File: src/design/scfbi_pkg.sv
package scfbi_pkg;

    localparam int NUM_CLASSES   = 256;
    localparam int BLOCK_ENTRIES = 8;
    localparam int NUM_BLOCKS    = 1024;

    localparam int CLS_W     = $clog2(NUM_CLASSES);
    localparam int BIDX_W    = $clog2(NUM_BLOCKS);
    localparam int BLK_W     = BIDX_W + 1;
    localparam int ENT_W     = $clog2(BLOCK_ENTRIES);
    localparam int FILL_W    = ENT_W + 1;
    localparam int EADDR_W   = BIDX_W + ENT_W;
    localparam int ENT_DEPTH = NUM_BLOCKS << ENT_W;
    localparam int CFG_W     = 9;
    localparam int LIM_W     = 16;

    localparam logic [BLK_W-1:0] NIL = BLK_W'(NUM_BLOCKS);

    localparam logic [1:0] OP_INSERT = 2'd0;
    localparam logic [1:0] OP_REMOVE = 2'd1;
    localparam logic [1:0] OP_TAKE   = 2'd2;
    localparam logic [1:0] OP_NONE   = 2'd3;

    localparam logic [1:0] ST_DONE = 2'd0;
    localparam logic [1:0] ST_MISS = 2'd1;
    localparam logic [1:0] ST_FULL = 2'd2;

    localparam logic [CFG_W-1:0] CFG_RESET = CFG_W'(256);

    typedef struct packed {
        logic [1:0]  op;
        logic [14:0] size_class;
        logic [31:0] address;
    } in_item_t;

    typedef struct packed {
        logic [1:0]  status;
        logic [31:0] taken_address;
        logic [7:0]  taken_class;
    } out_item_t;

    typedef enum logic [4:0] {
        S_IDLE, S_CHECK, S_HEAD, S_BLK, S_BLKW, S_SCAN, S_CMP, S_END, S_KWAIT,
        S_APPEND, S_AFW, S_AFR, S_NEWB, S_LINK, S_RA, S_RAW, S_REL, S_REL2, S_FIN
    } state_t;

    typedef enum logic [3:0] {
        C_NOP, C_LOAD, C_HEAD, C_BLKW, C_CMP, C_END, C_APPEND, C_AFR, C_NEWB,
        C_LINK, C_RA, C_RAW, C_REL, C_REL2, C_FIN
    } cmd_t;

    typedef struct packed {
        logic reject;
        logic is_ins;
        logic is_rem;
        logic is_take;
        logic blk_end;
        logic n_zero;
        logic match;
        logic scan_more;
        logic append_ok;
        logic free_avail;
        logic fresh_avail;
        logic take_hit;
        logic class_more;
        logic empty_after;
        logic out_free;
    } stat_t;

endpackage

File: src/design/scfbi_ctrl.sv
module scfbi_ctrl (
    input  logic             aclk,
    input  logic             aresetn,
    input  logic             s_valid,
    output logic             s_ready,
    input  scfbi_pkg::stat_t stat,
    output scfbi_pkg::cmd_t  cmd
);
    import scfbi_pkg::*;

    state_t state_reg, state_next;

    always_ff @(posedge aclk) begin
        if (!aresetn) begin
            state_reg <= S_IDLE;
        end else begin
            state_reg <= state_next;
        end
    end

    always_comb begin
        state_next = state_reg;
        unique case (state_reg)
            S_IDLE:   if (s_valid) state_next = S_CHECK;
            S_CHECK:  state_next = stat.reject ? S_FIN : S_HEAD;
            S_HEAD:   state_next = S_BLK;
            S_BLK:    state_next = stat.blk_end ? S_END : S_BLKW;
            S_BLKW:   state_next = (stat.is_take || stat.n_zero) ? S_BLK : S_SCAN;
            S_SCAN:   state_next = S_CMP;
            S_CMP: begin
                priority if (stat.match) begin
                    state_next = stat.is_rem ? S_RA : S_FIN;
                end else if (stat.scan_more) begin
                    state_next = S_SCAN;
                end else begin
                    state_next = S_BLK;
                end
            end
            S_END: begin
                priority if (stat.is_ins) begin
                    priority if (stat.append_ok)   state_next = S_APPEND;
                    else if (stat.free_avail)      state_next = S_AFW;
                    else if (stat.fresh_avail)     state_next = S_NEWB;
                    else                           state_next = S_FIN;
                end else if (stat.is_take) begin
                    priority if (stat.take_hit)    state_next = S_RA;
                    else if (stat.class_more)      state_next = S_KWAIT;
                    else                           state_next = S_FIN;
                end else begin
                    state_next = S_FIN;
                end
            end
            S_KWAIT:  state_next = S_HEAD;
            S_APPEND: state_next = S_FIN;
            S_AFW:    state_next = S_AFR;
            S_AFR:    state_next = S_NEWB;
            S_NEWB:   state_next = S_LINK;
            S_LINK:   state_next = S_FIN;
            S_RA:     state_next = S_RAW;
            S_RAW:    state_next = stat.empty_after ? S_REL : S_FIN;
            S_REL:    state_next = S_REL2;
            S_REL2:   state_next = S_FIN;
            S_FIN:    if (stat.out_free) state_next = S_IDLE;
            default:  state_next = S_IDLE;
        endcase
    end

    always_comb begin
        s_ready = 1'b0;
        cmd     = C_NOP;
        unique case (state_reg)
            S_IDLE: begin
                s_ready = 1'b1;
                if (s_valid) cmd = C_LOAD;
            end
            S_HEAD:   cmd = C_HEAD;
            S_BLKW:   cmd = C_BLKW;
            S_CMP:    cmd = C_CMP;
            S_END:    cmd = C_END;
            S_APPEND: cmd = C_APPEND;
            S_AFR:    cmd = C_AFR;
            S_NEWB:   cmd = C_NEWB;
            S_LINK:   cmd = C_LINK;
            S_RA:     cmd = C_RA;
            S_RAW:    cmd = C_RAW;
            S_REL:    cmd = C_REL;
            S_REL2:   cmd = C_REL2;
            S_FIN:    cmd = C_FIN;
            default:  cmd = C_NOP;
        endcase
    end

endmodule

File: config.mk
export PLATFORM = sky130hd
export DESIGN_NAME = scfbi_ctrl
export DESIGN_NICKNAME = d
export VERILOG_FILES = /design/src/design/scfbi_pkg.sv /design/src/design/scfbi_ctrl.sv
export SDC_FILE = /design/constraint.sdc
export NUM_CORES = 1
export LEC_CHECK = 0
export ABC_AREA = 1
export BUFFER_PORTS_ARGS = -buffer_cell sky130_fd_sc_hd__buf_2
export CAP_MARGIN = 30
export CORE_MARGIN = 2
export CORE_UTILIZATION = 49
export CTS_CLUSTER_SIZE = 8
export DETAILED_ROUTE_END_ITERATION = 16
export GPL_ROUTABILITY_DRIVEN = 0
export MAX_ROUTING_LAYER = met4
export PLACE_DENSITY = 0.86
export REMOVE_ABC_BUFFERS = 1
export SYNTH_ARGS = -nofsm -noshare
export SYNTH_HDL_FRONTEND = slang
export SYNTH_SLANG_ARGS = --single-unit
File: constraint.sdc
create_clock -name aclk -period 1.35 [get_ports aclk]
set_input_delay 0.135 -clock aclk [delete_from_list [all_inputs] [get_ports aclk]]
set_output_delay 0.135 -clock aclk [all_outputs]
set_load 0.005 [all_outputs]
## After elaboration in Yosys (flattened, before gate mapping)

Index checks and enable logic that the tools add are counted.

| storage, ports and cells | value |
|---|---|
| logic and storage cells | 45 |
| register bits | 5 |

| operators by class | value |
|---|---|
| eq/ne operators | 20 |
| reductions and logical operators | 4 |
| muxes and demuxes | 20 |

Operators by type and width:

| operator | number |
|---|---|
| case mux 5 bit (17 select lines) | 1 |
| two-way mux 5 bit | 12 |
| case mux 4 bit (14 select lines) | 1 |
| equality test 5 x 4 -> 1 bit (second input constant) | 8 |
| equality test 5 x 3 -> 1 bit (second input constant) | 4 |
| equality test 5 bit (second input constant) | 3 |
| equality test 5 x 2 -> 1 bit (second input constant) | 2 |
| two-way mux 3 bit | 2 |
| equality test 5 x 1 -> 1 bit (second input constant) | 1 |
| logical NOT 5 bit | 1 |
| two-way mux 2 bit | 2 |
| != test 2 bit (second input constant) | 2 |
| OR reduction 3 bit | 1 |
| two-way mux 1 bit | 2 |
| AND reduction 2 bit | 1 |
| logical OR 1 bit | 1 |

## Longest topological paths before layout

Gate-level depths: netlist of run 1.

| logic depth | value |
|---|---|
| depth after elaboration | 5 |
| depth in mapped cells | 10 |

## Least setup slack after synthesis of run 1

Ideal clock, no wire load.

| timing | value |
|---|---|
| kind | register -> register |
| start point | reg state_reg[2] |
| end point | reg state_reg[1] |
| stages on the path, launching flop included | 10 |
| path buffers | 0 |
| data arrival time | 1.041 ns |
| library setup time | 0.117 ns |
| slack | 0.192 ns |
| cell sequence | dfxtp_1 > nor2_2 > nand2_2 > nand2_1 > nand2_2 > nand2_1 > nor2_1 > nand3_1 > nor2_1 > nor2_1 |

| on the way | value |
|---|---|
| longest elaborated chain between the ends | 3 |
| elaborated cells between the ends (all ways) | 24 |

RTL lines:

| element | line | RTL |
|---|---|---|
| from (decl) | scfbi_ctrl.sv:11 | `state_t state_reg, state_next;` |
| from (signal assigned) | scfbi_ctrl.sv:17 | `state_reg <= state_next;` |
| equality test 5 bit, or another cell as far along | scfbi_ctrl.sv:23 | `unique case (state_reg)` |
| OR reduction 3 bit (no line) / != test 2 bit (equally long branches) | - |  |
| case mux 5 bit (17 select lines) / AND reduction 2 bit (equally long branches) | - |  |

Parallel ways exist; a longest one is shown, timed or not.
A chain may end at the register's enable or synchronous reset.

## Final worst setup path of run 1

| timing | value |
|---|---|
| start point | reg state_reg[3] |
| end point | out cmd[0] |

| on the way | value |
|---|---|
| longest elaborated chain between the ends | 2 |
| elaborated cells between the ends (all ways) | 15 |

RTL lines:

| element | line | RTL |
|---|---|---|
| equality test 5 bit, or another cell as far along | scfbi_ctrl.sv:71 | `unique case (state_reg)` |
| case mux 4 bit (14 select lines) (*) | scfbi_ctrl.sv:71 |  |
| to (decl) | scfbi_ctrl.sv:7 | `output scfbi_pkg::cmd_t cmd` |

Mark *: on every way between the ends. The rest lies on a longest branch, timed or not.

==> flow_summary.json, run 1 <==
{
  "die_h_um": 41.51,
  "clock_sinks": 5,
  "cts_tree": "built",
  "antenna_found_initial": 0,
  "path_delay_family": "simple AND/OR/NAND/NOR gates",
  "use_met3_pct": 2.174,
  "rr_startpoint": "state_reg[1]",
  "syn_area_per_cell_um2": 5.263,
  "grt_pass1_wl_mm": 3.477,
  "timing.final.crit_period_ns": 1.457,
  "drc": 0,
  "dpl_cell_area_um2": 809.5,
  "post-route-period-util_pct": 107.9,
  "grt_util_met2_pct": 44.69,
  "post-synth-top-area-cell": "nand2_1",
  "syn_inst": 131,
  "fin_util_pct": 80.00,
  "clk_transition_reported_paths_ns": 0.05,
  "hold_slack_ns": 0.2109,
  "ys_seq_area_share_pct": 14.52,
  "outcome": "finished, violations left",
  "finalMaxSlewViolations": 0,
  "cts_buffers": 3,
  "cts_hold_buf": 0,
  "fill_cells": 99,
  "ff2ff_setup_slack_ns": -0.03,
  "worst_path_max_delay_cell": "dfxtp_4",
  "track_usage_pct": 25.44,
  "p_leak_uw": 0.0005806,
  "drt-vias-per-instance": 5.874,
  "ff2ff_path_depth": 9,
  "ys_seq_elements": 5,
  "finalSetupViolations": 3,
  "hp-class": "input pin to register",
  "grt_pass1_vias": 901,
  "grt_overflow_total": 0,
  "r2r_end": "state_reg[1]",
  "regArea_um2": 118.9,
  "crit_top_cell": "nand2_2",
  "syn2layout_area_growth_pct": 51.00,
  "drtIter0Drc": 79,
  "maxCapViolCount": 0,
  "fin_ws_ns": -0.1070,
  "die_x_um": 41.51,
  "busiest_layer": "met2",
  "insertion_delay_ns": 0.25,
  "maxSlewHeadroom_pct": 80.27,
  "path_cells": "nor2_4 -> nand2_2 -> nand2_2 -> nand2_2 -> o2111ai_1 -> buf_2",
  "tightest_slew_ns": 0.2943,
  "fp.coreArea_mm2": 0.001301,
  "postLayoutCellArea_mm2": 0.001041,
  "powerDensity_mw_per_mm2": 1504,
  "dp_hpwl_mm": 1.621,
  "most-common-layout-cells": "nand2_1 (31), nor2_1 (24), buf_2 (22), nand3_1 (14), buf_4 (11)",
  "yosys_warnings": 0,
  "worstSetupEndpointType": "primary output",
  "final_common_cell": "nand2_1",
  "fmax_mhz": 686.3,
  "yosys.cell_types.count": 21,
  "finalHoldViolations": 0,
  "layout.nets": 187,
  "slowest_delay_ns": 0.38,
  "clockBufferDepth": 2,
  "largest_reg_flops": 5,
  "htree_levels": 1,
  "vias": 1075,
  "multi_input_area_um2": 604.3,
  "vdd.ir_drop.worst_mv": 0.7602,
  "final_antenna_net_count": 0,
  "rsz0062_at_grt": "yes",
  "min-delay-start": "aresetn",
  "die_area_mm2": 0.001723,
  "crit_buf_inv": 1,
  "worstHoldPathCells": 3,
  "critPathKind": "register to primary output",
  "cts_root_buffer": "clkbuf_4",
  "pin_count": 23,
  "num_antenna_cells": 0,
  "wl_mm": 2.612,
  "grt_max_degree": 9,
  "synth_top_area_share_pct": 19.06,
  "worstPathMaxFanout": 6,
  "hold-path-endpoint": "state_reg[1]",
  "finalClockSkew_ns": 0.006215,
  "portBuffers": 22,
  "rows": 13,
  "arrival_ns": 1.32,
  "synthTopCellsByArea": "nand2_1 (19%), dfxtp_1 (15%), nor2_1 (14%)",
  "initial_utilization_pct": 52.98,
  "dr.pass1.iters": 5,
  "use_met1_pct": 28.72,
  "wl_per_cell_um": 14.27,
  "violations": "setup timing",
  "cp-start-kind": "register",
  "required_ns": 1.22,
  "finalSetupTns_ns": -0.1518,
  "layout-drive-gt1-share_pct": 47.02,
  "syn_area_um2": 689.4
}
[area by class of cell]
type | count | share of cell area [%]
tap | 15 | 1.803
clock buffer | 4 | 2.524
timing repair buffer | 35 | 20.67
multi-input combinational | 110 | 58.05
inverter | 14 | 5.529
sequential | 5 | 11.42
[repair_timing]
item	CTS	global route
endpoints found under the setup margin	7	8
pin swaps	1	10
resized for setup	10	28
buffers inserted	1	11
[logic make-up (layout without fill, tap and decap cells)]
| logic type | count (synthesis) | after routing | share of synthesized area (%) |
|---|---|---|---|
| AOI/OAI and AO/OA | 9 | 9 | 8.166 |
| buffers and inverters | 16 | 53 | 9.981 |
| DFF | 5 | 5 | 14.52 |
| and+or+nand+nor | 101 | 101 | 67.33 |
[worst max-delay path by stage]
stage                 start           end  slack [ns]  depth (start not counted)
3_3_place_gp   state_reg[1]  state_reg[3]        0.06                          8
3_5_place_dp   state_reg[2]  state_reg[1]       0.008                          8
4_1_cts        state_reg[1]        cmd[0]       -0.05                          5
5_1_grt        state_reg[3]        cmd[0]       -0.13                          6
6_report       state_reg[3]        cmd[0]       -0.11                          6
2_1_floorplan  state_reg[4]  state_reg[1]        0.10                          9
[per-layer routing]
layer  routed length [um]  share of wire, %
met5                    0                 0
met4                  139               5.3
met3                  278                11
met2                 1276                49
met1                  918                35
[power by group]
part | internal [uW] | total [uW] | leakage (uW) | switching [uW]
logic | 457 | 1060 | 0.000521 | 605
clock network | 112 | 176 | 0.0000150 | 63.7
registers | 210 | 328 | 0.0000445 | 118
total | 778 | 1570 | 0.000581 | 787
[Yosys cell counts, drive strengths merged]
| library cell | instances |
|---|---|
| nand2 | 42 |
| nor2 | 35 |
| nand3 | 18 |
| inv | 14 |
| dfxtp | 5 |
| nor3 | 3 |
| o21ai | 3 |
| a21oi | 2 |
| buf | 2 |
| nand4 | 2 |
| o211ai | 2 |
| a22oi | 1 |
| nand3b | 1 |
| o2111ai | 1 |
[worst reg2reg max path, stage by stage (launching register included)]
cell,delay (ns)
dfxtp_4,0.38
buf_4,0.15
nand2_2,0.13
nor2_1,0.07
nand2_1,0.08
nand2_1,0.09
nor2_1,0.11
nand3_1,0.09
nor2_1,0.11
nor2_1,0.05
[per-stage QoR]
stage	total power, uW	cells	setup slack [ns]
after CTS	1205	172	-0.04945
after detailed placement	975.5	167	0.008427
after global routing	1660	183	-0.1275
final	1566	183	-0.1070
after floorplan	759.0	129	0.1007
after global placement	958.7	167	0.05654
Power figures use the tool's default switching activity.
==> inputs of run 2 (changes only) <==
SETUP_SLACK_MARGIN = 0.15   (was not set)
==> run 2 against run 1 <==
  * The run still ends with setup timing left
  * Hold slack got worse by 0.030 ns
  * Highest routed layer unchanged
  * Combinational power increased by 27%
  * Clock skew increased by 0.0079 ns
  * Global-route usage increased by 8.8 points
  * Via count increased by 6.2%
  * Largest cell class unchanged
  * Core utilization increased by 9.4 points
  * Sequential power about the same
==> flow_summary.json, run 2 (same netlist as run 1, synthesis figures left out) <==
{
  "outcome": "finished, violations left",
  "violations": "setup timing",
  "grt_util_met2_pct": 57.50,
  "worst_path_max_delay_cell": "dfxtp_4",
  "grt_pass1_wl_mm": 4.540,
  "grt_max_degree": 8,
  "vdd.ir_drop.worst_mv": 0.8965,
  "dpl_cell_area_um2": 809.5,
  "wl_mm": 3.238,
  "ff2ff_path_depth": 9,
  "hp-class": "input pin to register",
  "post-route-period-util_pct": 104.0,
  "layout-drive-gt1-share_pct": 54.24,
  "drtIter0Drc": 44,
  "postLayoutCellArea_mm2": 0.001164,
  "clockBufferDepth": 2,
  "die_h_um": 41.51,
  "most-common-layout-cells": "nand2_1 (31), buf_2 (22), nor2_1 (20), buf_4 (18), nand3_1 (14)",
  "maxCapViolCount": 0,
  "drc": 0,
  "grt_pass1_vias": 1027,
  "rsz0062_at_grt": "yes",
  "dp.cells": 167,
  "fill_cells": 68,
  "ff2ff_setup_slack_ns": -0.05,
  "fmax_mhz": 712.4,
  "worstHoldPathCells": 3,
  "die_x_um": 41.51,
  "cts_tree": "built",
  "busiest_layer": "met2",
  "layout.nets": 196,
  "path_delay_family": "simple AND/OR/NAND/NOR gates",
  "vias": 1142,
  "maxSlewHeadroom_pct": 80.82,
  "insertion_delay_ns": 0.26,
  "finalClockSkew_ns": 0.01412,
  "stdcell_count": 192,
  "fin_util_pct": 89.42,
  "slowest_delay_ns": 0.38,
  "portBuffers": 22,
  "use_met1_pct": 42.40,
  "final_common_cell": "nand2_1",
  "min-delay-start": "aresetn",
  "use_met3_pct": 3.043,
  "track_usage_pct": 34.26,
  "hold-path-endpoint": "state_reg[1]",
  "critPathKind": "register to primary output",
  "timing.final.crit_period_ns": 1.404,
  "fp.coreArea_mm2": 0.001301,
  "tightest_slew_ns": 0.2864,
  "dr.pass1.iters": 4,
  "totalPowerFinal_uw": 1869,
  "required_ns": 1.22,
  "finalHoldViolations": 0,
  "dp_hpwl_mm": 1.621,
  "powerDensity_mw_per_mm2": 1607,
  "rr_startpoint": "state_reg[0]",
  "clk_transition_reported_paths_ns": 0.05,
  "htree_levels": 1,
  "cp-start-kind": "register",
  "final_antenna_net_count": 0,
  "rows": 13,
  "worstSetupEndpointType": "primary output",
  "clock_sinks": 5,
  "num_antenna_cells": 0,
  "grt_overflow_total": 0,
  "r2r_end": "state_reg[1]",
  "finalSetupViolations": 6,
  "worstPathMaxFanout": 6,
  "cts_root_buffer": "clkbuf_4",
  "p_leak_uw": 0.0006356,
  "finalMaxSlewViolations": 0,
  "arrival_ns": 1.27,
  "crit_buf_inv": 1,
  "drt-vias-per-instance": 5.948,
  "regArea_um2": 118.9,
  "path_cells": "nor2_4 -> nand2_2 -> nand2_2 -> nand2_2 -> o2111ai_1 -> buf_2",
  "cp.depth": 6,
  "wl_per_cell_um": 16.86,
  "antenna_found_initial": 0,
  "syn2layout_area_growth_pct": 68.78,
  "fin_ws_ns": -0.05376,
  "multi_input_area_um2": 643.1,
  "die_area_mm2": 0.001723,
  "initial_utilization_pct": 52.98,
  "crit_top_cell": "nand2_2",
  "pin_count": 23,
  "cts_buffers": 3,
  "largest_reg_flops": 5
}
[run 2: cell count changes in the layout (fill, tap and decap cells not counted), sizes merged]
cell	delta
buf	+9
[run 2: worst max path at each step]
stage / start / to / slack (ns)
floorplan: state_reg[4] / state_reg[1] / 0.10
global placement: state_reg[1] / state_reg[3] / 0.06
detailed placement: state_reg[2] / state_reg[1] / 0.008
CTS: state_reg[3] / cmd[0] / 0.03
global route: state_reg[2] / state_reg[1] / -0.09
finish: state_reg[3] / cmd[0] / -0.05
[run 2: worst reg2reg max path, delay by kind of cell (launching register included)]
kind | cells | cell delay, ns
and+or+nand+nor | 7 | 0.60
buffers and inverters | 2 | 0.31
DFF | 1 | 0.37
[run 2: layer usage]
metal  wire [um]  part of all wire (%)  up-vias
li1            -                     -      517
met1        1229                    38      506
met2        1499                    46       94
met3         300                   9.3       25
met4         208                   6.4        0
met5           0                     0        -
[run 2: what timing repair did]
| item | 4_1_cts | 5_1_grt |
|---|---|---|
| gates resized for setup | 26 | 23 |
| pin swaps | 11 | 12 |
| setup endpoints to repair | 10 | 10 |
| hold buffers | 0 | 0 |
| buffers inserted | 16 | 5 |
[run 2: cell type report]
| cell class | count | share of cell area (%) |
|---|---|---|
| clock buffers | 4 | 2.258 |
| multi-input cells | 110 | 55.27 |
| inverters | 14 | 4.946 |
| well taps | 15 | 1.613 |
| flip-flops and latches | 5 | 10.22 |
| repair buffers | 44 | 25.70 |
[run 2: power by group]
| part | internal (uW) | switching [uW] |
|---|---|---|
| sequential | 210 | 118 |
| combinational | 606 | 746 |
| clock | 113 | 77.1 |
| total | 929 | 941 |
[run 2: per-stage QoR]
step | hold slack, ns | setup TNS, ns | setup WS [ns]
after floorplan | 0.3183 | 0 | 0.1007
after global placement | 0.4367 | 0 | 0.05654
after detailed placement | 0.4485 | 0 | 0.008427
after CTS | 0.1967 | 0 | 0.03089
after global routing | 0.1942 | -0.4780 | -0.09258
final | 0.1810 | -0.2011 | -0.05376
==> inputs of run 3 (changes only) <==
--- a/constraint.sdc
+++ b/constraint.sdc
@@ -3,2 +3,2 @@
 set_output_delay 0.135 -clock aclk [all_outputs]
-set_load 0.005 [all_outputs]
+set_load 0.1 [all_outputs]
==> run 3 against run 2 <==
  * Area after synthesis stayed put
  * Synthesized cell count stayed put
  * The run now fails in clock tree synthesis
==> flow_summary.json, run 3 <==
{
  "outcome": "stopped before the end",
  "failed_stage": "clock tree synthesis",
  "firstError": "[ERROR DPL-0038] Utilization greater than 100%, impossible to legalize",
  "die_h_um": 41.51,
  "synthTopCellsByCount": "nand2_1 (35), nor2_1 (26), nand3_1 (18)",
  "cts_setup_buffers": 21,
  "yosys_warnings": 0,
  "syn_area_um2": 689.4,
  "ys_seq_area_share_pct": 14.52,
  "clock_sinks": 5,
  "rows": 13,
  "dp_hpwl_mm": 1.720,
  "post-synth-top-area-cell": "nand2_1",
  "synthTopCellsByArea": "nand2_1 (19%), dfxtp_1 (15%), nor2_1 (14%)",
  "synth-edff-count": 0,
  "htree_levels": 1,
  "dp_slack_ns": -0.03629,
  "pin_count": 23,
  "initial_utilization_pct": 52.98,
  "cts_root_buffer": "clkbuf_4",
  "portBuffers": 22,
  "cts_buffers": 3,
  "clockBufferDepth": 2,
  "ys_seq_elements": 5,
  "cts_resized": 57,
  "cts_hold_buf": 0,
  "yosys.cell_types.count": 21,
  "synth_most_common_cell": "nand2_1",
  "async_flop_share_pct": 0,
  "syn_area_per_cell_um2": 5.263,
  "syn_inst": 131,
  "synthFlopType": "dfxtp_1",
  "synth_top_area_share_pct": 19.06,
  "die_x_um": 41.51
}
run 3: per-stage QoR:
stage | instance area (um2) | instances | setup TNS, ns | util (%)
3_5_place_dp | 922.1 | 172 | -0.04703 | 70.87
3_3_place_gp | 922.1 | 172 | 0 | 70.87
2_1_floorplan | 673.1 | 129 | -1.971 | -
run 3: kinds of logic after synthesis:
logic type	Yosys count	synth area share (%)
and+or+nand+nor	101	67.33
buffers and inverters	16	9.981
AOI/OAI and AO/OA	9	8.166
DFF	5	14.52
==> inputs of run 4 (changes only) <==
CORE_AREA = 2 2 63 65   (was not set)
CORE_MARGIN = not set   (was 2)
CORE_UTILIZATION = not set   (was 49)
CTS_CLUSTER_SIZE = not set   (was 8)
DIE_AREA = 0 0 65 67   (was not set)
MAX_ROUTING_LAYER = not set   (was met4)
PLACE_DENSITY = not set   (was 0.86)
PLACE_DENSITY_LB_ADDON = 0.15   (was not set)
SETUP_SLACK_MARGIN = not set   (was 0.15)
==> run 4 against run 3 <==
  * The flow now finishes, with violations (setup timing)
==> flow_summary.json, run 4 (same netlist as run 1, synthesis figures left out) <==
{
  "outcome": "finished, violations left",
  "violations": "setup timing",
  "combPwrFrac_pct": 80.1,
  "wl_per_cell_um": 11.50,
  "layout.nets": 203,
  "netSwitchingFraction_pct": 52.37,
  "worstPathMaxFanout": 5,
  "htree_levels": 1,
  "num_antenna_cells": 0,
  "final_antenna_net_count": 0,
  "p_leak_uw": 0.0007120,
  "grt_overflow_total": 0,
  "grt_pass1_wl_mm": 4.340,
  "required_ns": 1.22,
  "met3_length_um": 111,
  "clockBufferDepth": 2,
  "maxSlewHeadroom_pct": 84.34,
  "dp_slack_ns": -0.08902,
  "finalClockSkew_ns": 0.001397,
  "fin_ws_ns": -0.1338,
  "met1_length_mm": 1.114,
  "fin_util_pct": 38.65,
  "dp_hpwl_mm": 1.903,
  "cts_root_buffer": "clkbuf_8",
  "hp-class": "input pin to register",
  "most-common-layout-cells": "nand2_1 (26), buf_4 (24), nor2_1 (23), buf_2 (17), nand3_1 (14)",
  "drtIter0Drc": 43,
  "clk_transition_reported_paths_ns": 0.03,
  "initial_utilization_pct": 19.12,
  "fp.coreArea_mm2": 0.003606,
  "finalHoldViolations": 0,
  "wl_mm": 2.668,
  "final_common_cell": "nand2_1",
  "postLayoutCellArea_mm2": 0.001394,
  "p_sw_uw": 1514,
  "die_h_um": 67,
  "fill_cells": 416,
  "rows": 22,
  "pin_count": 23,
  "clock_sinks": 5,
  "cts_tree": "built",
  "grt_max_degree": 8,
  "layout-drive-gt1-share_pct": 55.98,
  "dr.pass1.iters": 4,
  "timing.final.crit_period_ns": 1.484,
  "vias": 1019,
  "post-route-period-util_pct": 109.9,
  "p_int_uw": 1377,
  "stdcell_count": 232,
  "highest_layer": "met4",
  "syn2layout_area_growth_pct": 102.2,
  "antenna_found_initial": 0,
  "worstSetupEndpointType": "primary output",
  "track_usage_pct": 13.17,
  "dpl_cell_area_mm2": 0.001031,
  "clockPowerShare_pct": 9.3,
  "critPathKind": "register to primary output",
  "maxCapViolCount": 0,
  "seq_power_share_pct": 10.6,
  "arrival_ns": 1.35,
  "drc": 0,
  "rsz0062_at_grt": "yes",
  "portBuffers": 22,
  "vdd.ir_drop.worst_mv": 0.6828,
  "tightest_slew_ns": 0.2341,
  "hold_slack_ns": 0.2180,
  "powerDensity_mw_per_mm2": 2074,
  "fmax_mhz": 674.0,
  "cp-start-kind": "register",
  "finalSetupViolations": 6,
  "die_x_um": 65,
  "largest_reg_flops": 5,
  "insertion_delay_ns": 0.22,
  "finalMaxSlewViolations": 0,
  "wl_met2_mm": 1.418,
  "die_area_mm2": 0.004355,
  "dp.cells": 214,
  "drt-vias-per-instance": 4.392,
  "cts_hold_buf": 0,
  "grt_pass1_vias": 993,
  "cts_buffers": 3
}
==> run 4: worst paths after layout <==
check | slack, ns | cells past startpoint | end | from
min | 0.22 | 3 | state_reg[0] | aresetn
max | -0.13 | 6 | cmd[0] | state_reg[4]
min reg2reg | 0.81 | 5 | state_reg[3] | state_reg[0]
max reg2reg | -0.03 | 10 | state_reg[1] | state_reg[4]
==> run 4: critical path: stages, from the launching register on <==
cell       delay [ns]
dfxtp_4          0.36
buf_6            0.14
nor2_4           0.15
buf_12           0.13
nand2_8          0.05
o2111ai_4        0.07
clkbuf_16        0.23
==> run 4: final cells by class <==
type / instances / area [um2] / area share, %
clock buffers: 4 / 45.04 / 3.232
inverters: 14 / 57.56 / 4.129
multi-input cells: 110 / 679.4 / 48.74
flip-flops and latches: 5 / 116.4 / 8.348
well taps: 48 / 60.06 / 4.309
repair buffers: 51 / 435.4 / 31.24
==> run 4: power by group through the flow <==
stage | Combinational (uW) | Sequential [uW] | Clock, uW
global placement | 1800 | 267 | 0
detailed placement | 1800 | 268 | 0
finish | 2320 | 306 | 268
floorplan | 1060 | 267 | 0
global route | 2470 | 309 | 289
CTS | 2150 | 302 | 278
==> run 4: per-layer routing <==
| layer | track usage (%) | vias to the layer above |
|---|---|---|
| met5 | 0 | - |
| met4 | 3.457 | 0 |
| met3 | 3.041 | 2 |
| met2 | 24.10 | 24 |
| met1 | 15.31 | 462 |
| li1 | - | 531 |
==> run 4: metrics by stage <==
stage	total power [uW]	TNS [ns]
CTS	2734	-0.3585
global route	3065	-1.124
detailed placement	2064	-0.1777
floorplan	1327	-1.971
global placement	2069	-0.3412
finish	2891	-0.5021
==> run 4: what timing repair did <==
item,in CTS,in global routing
pin swaps,7,8
setup buffers,11,3
gates resized for setup,35,21
gates cloned,0,0
hold endpoints to repair,0,0
setup endpoints to repair,9,10
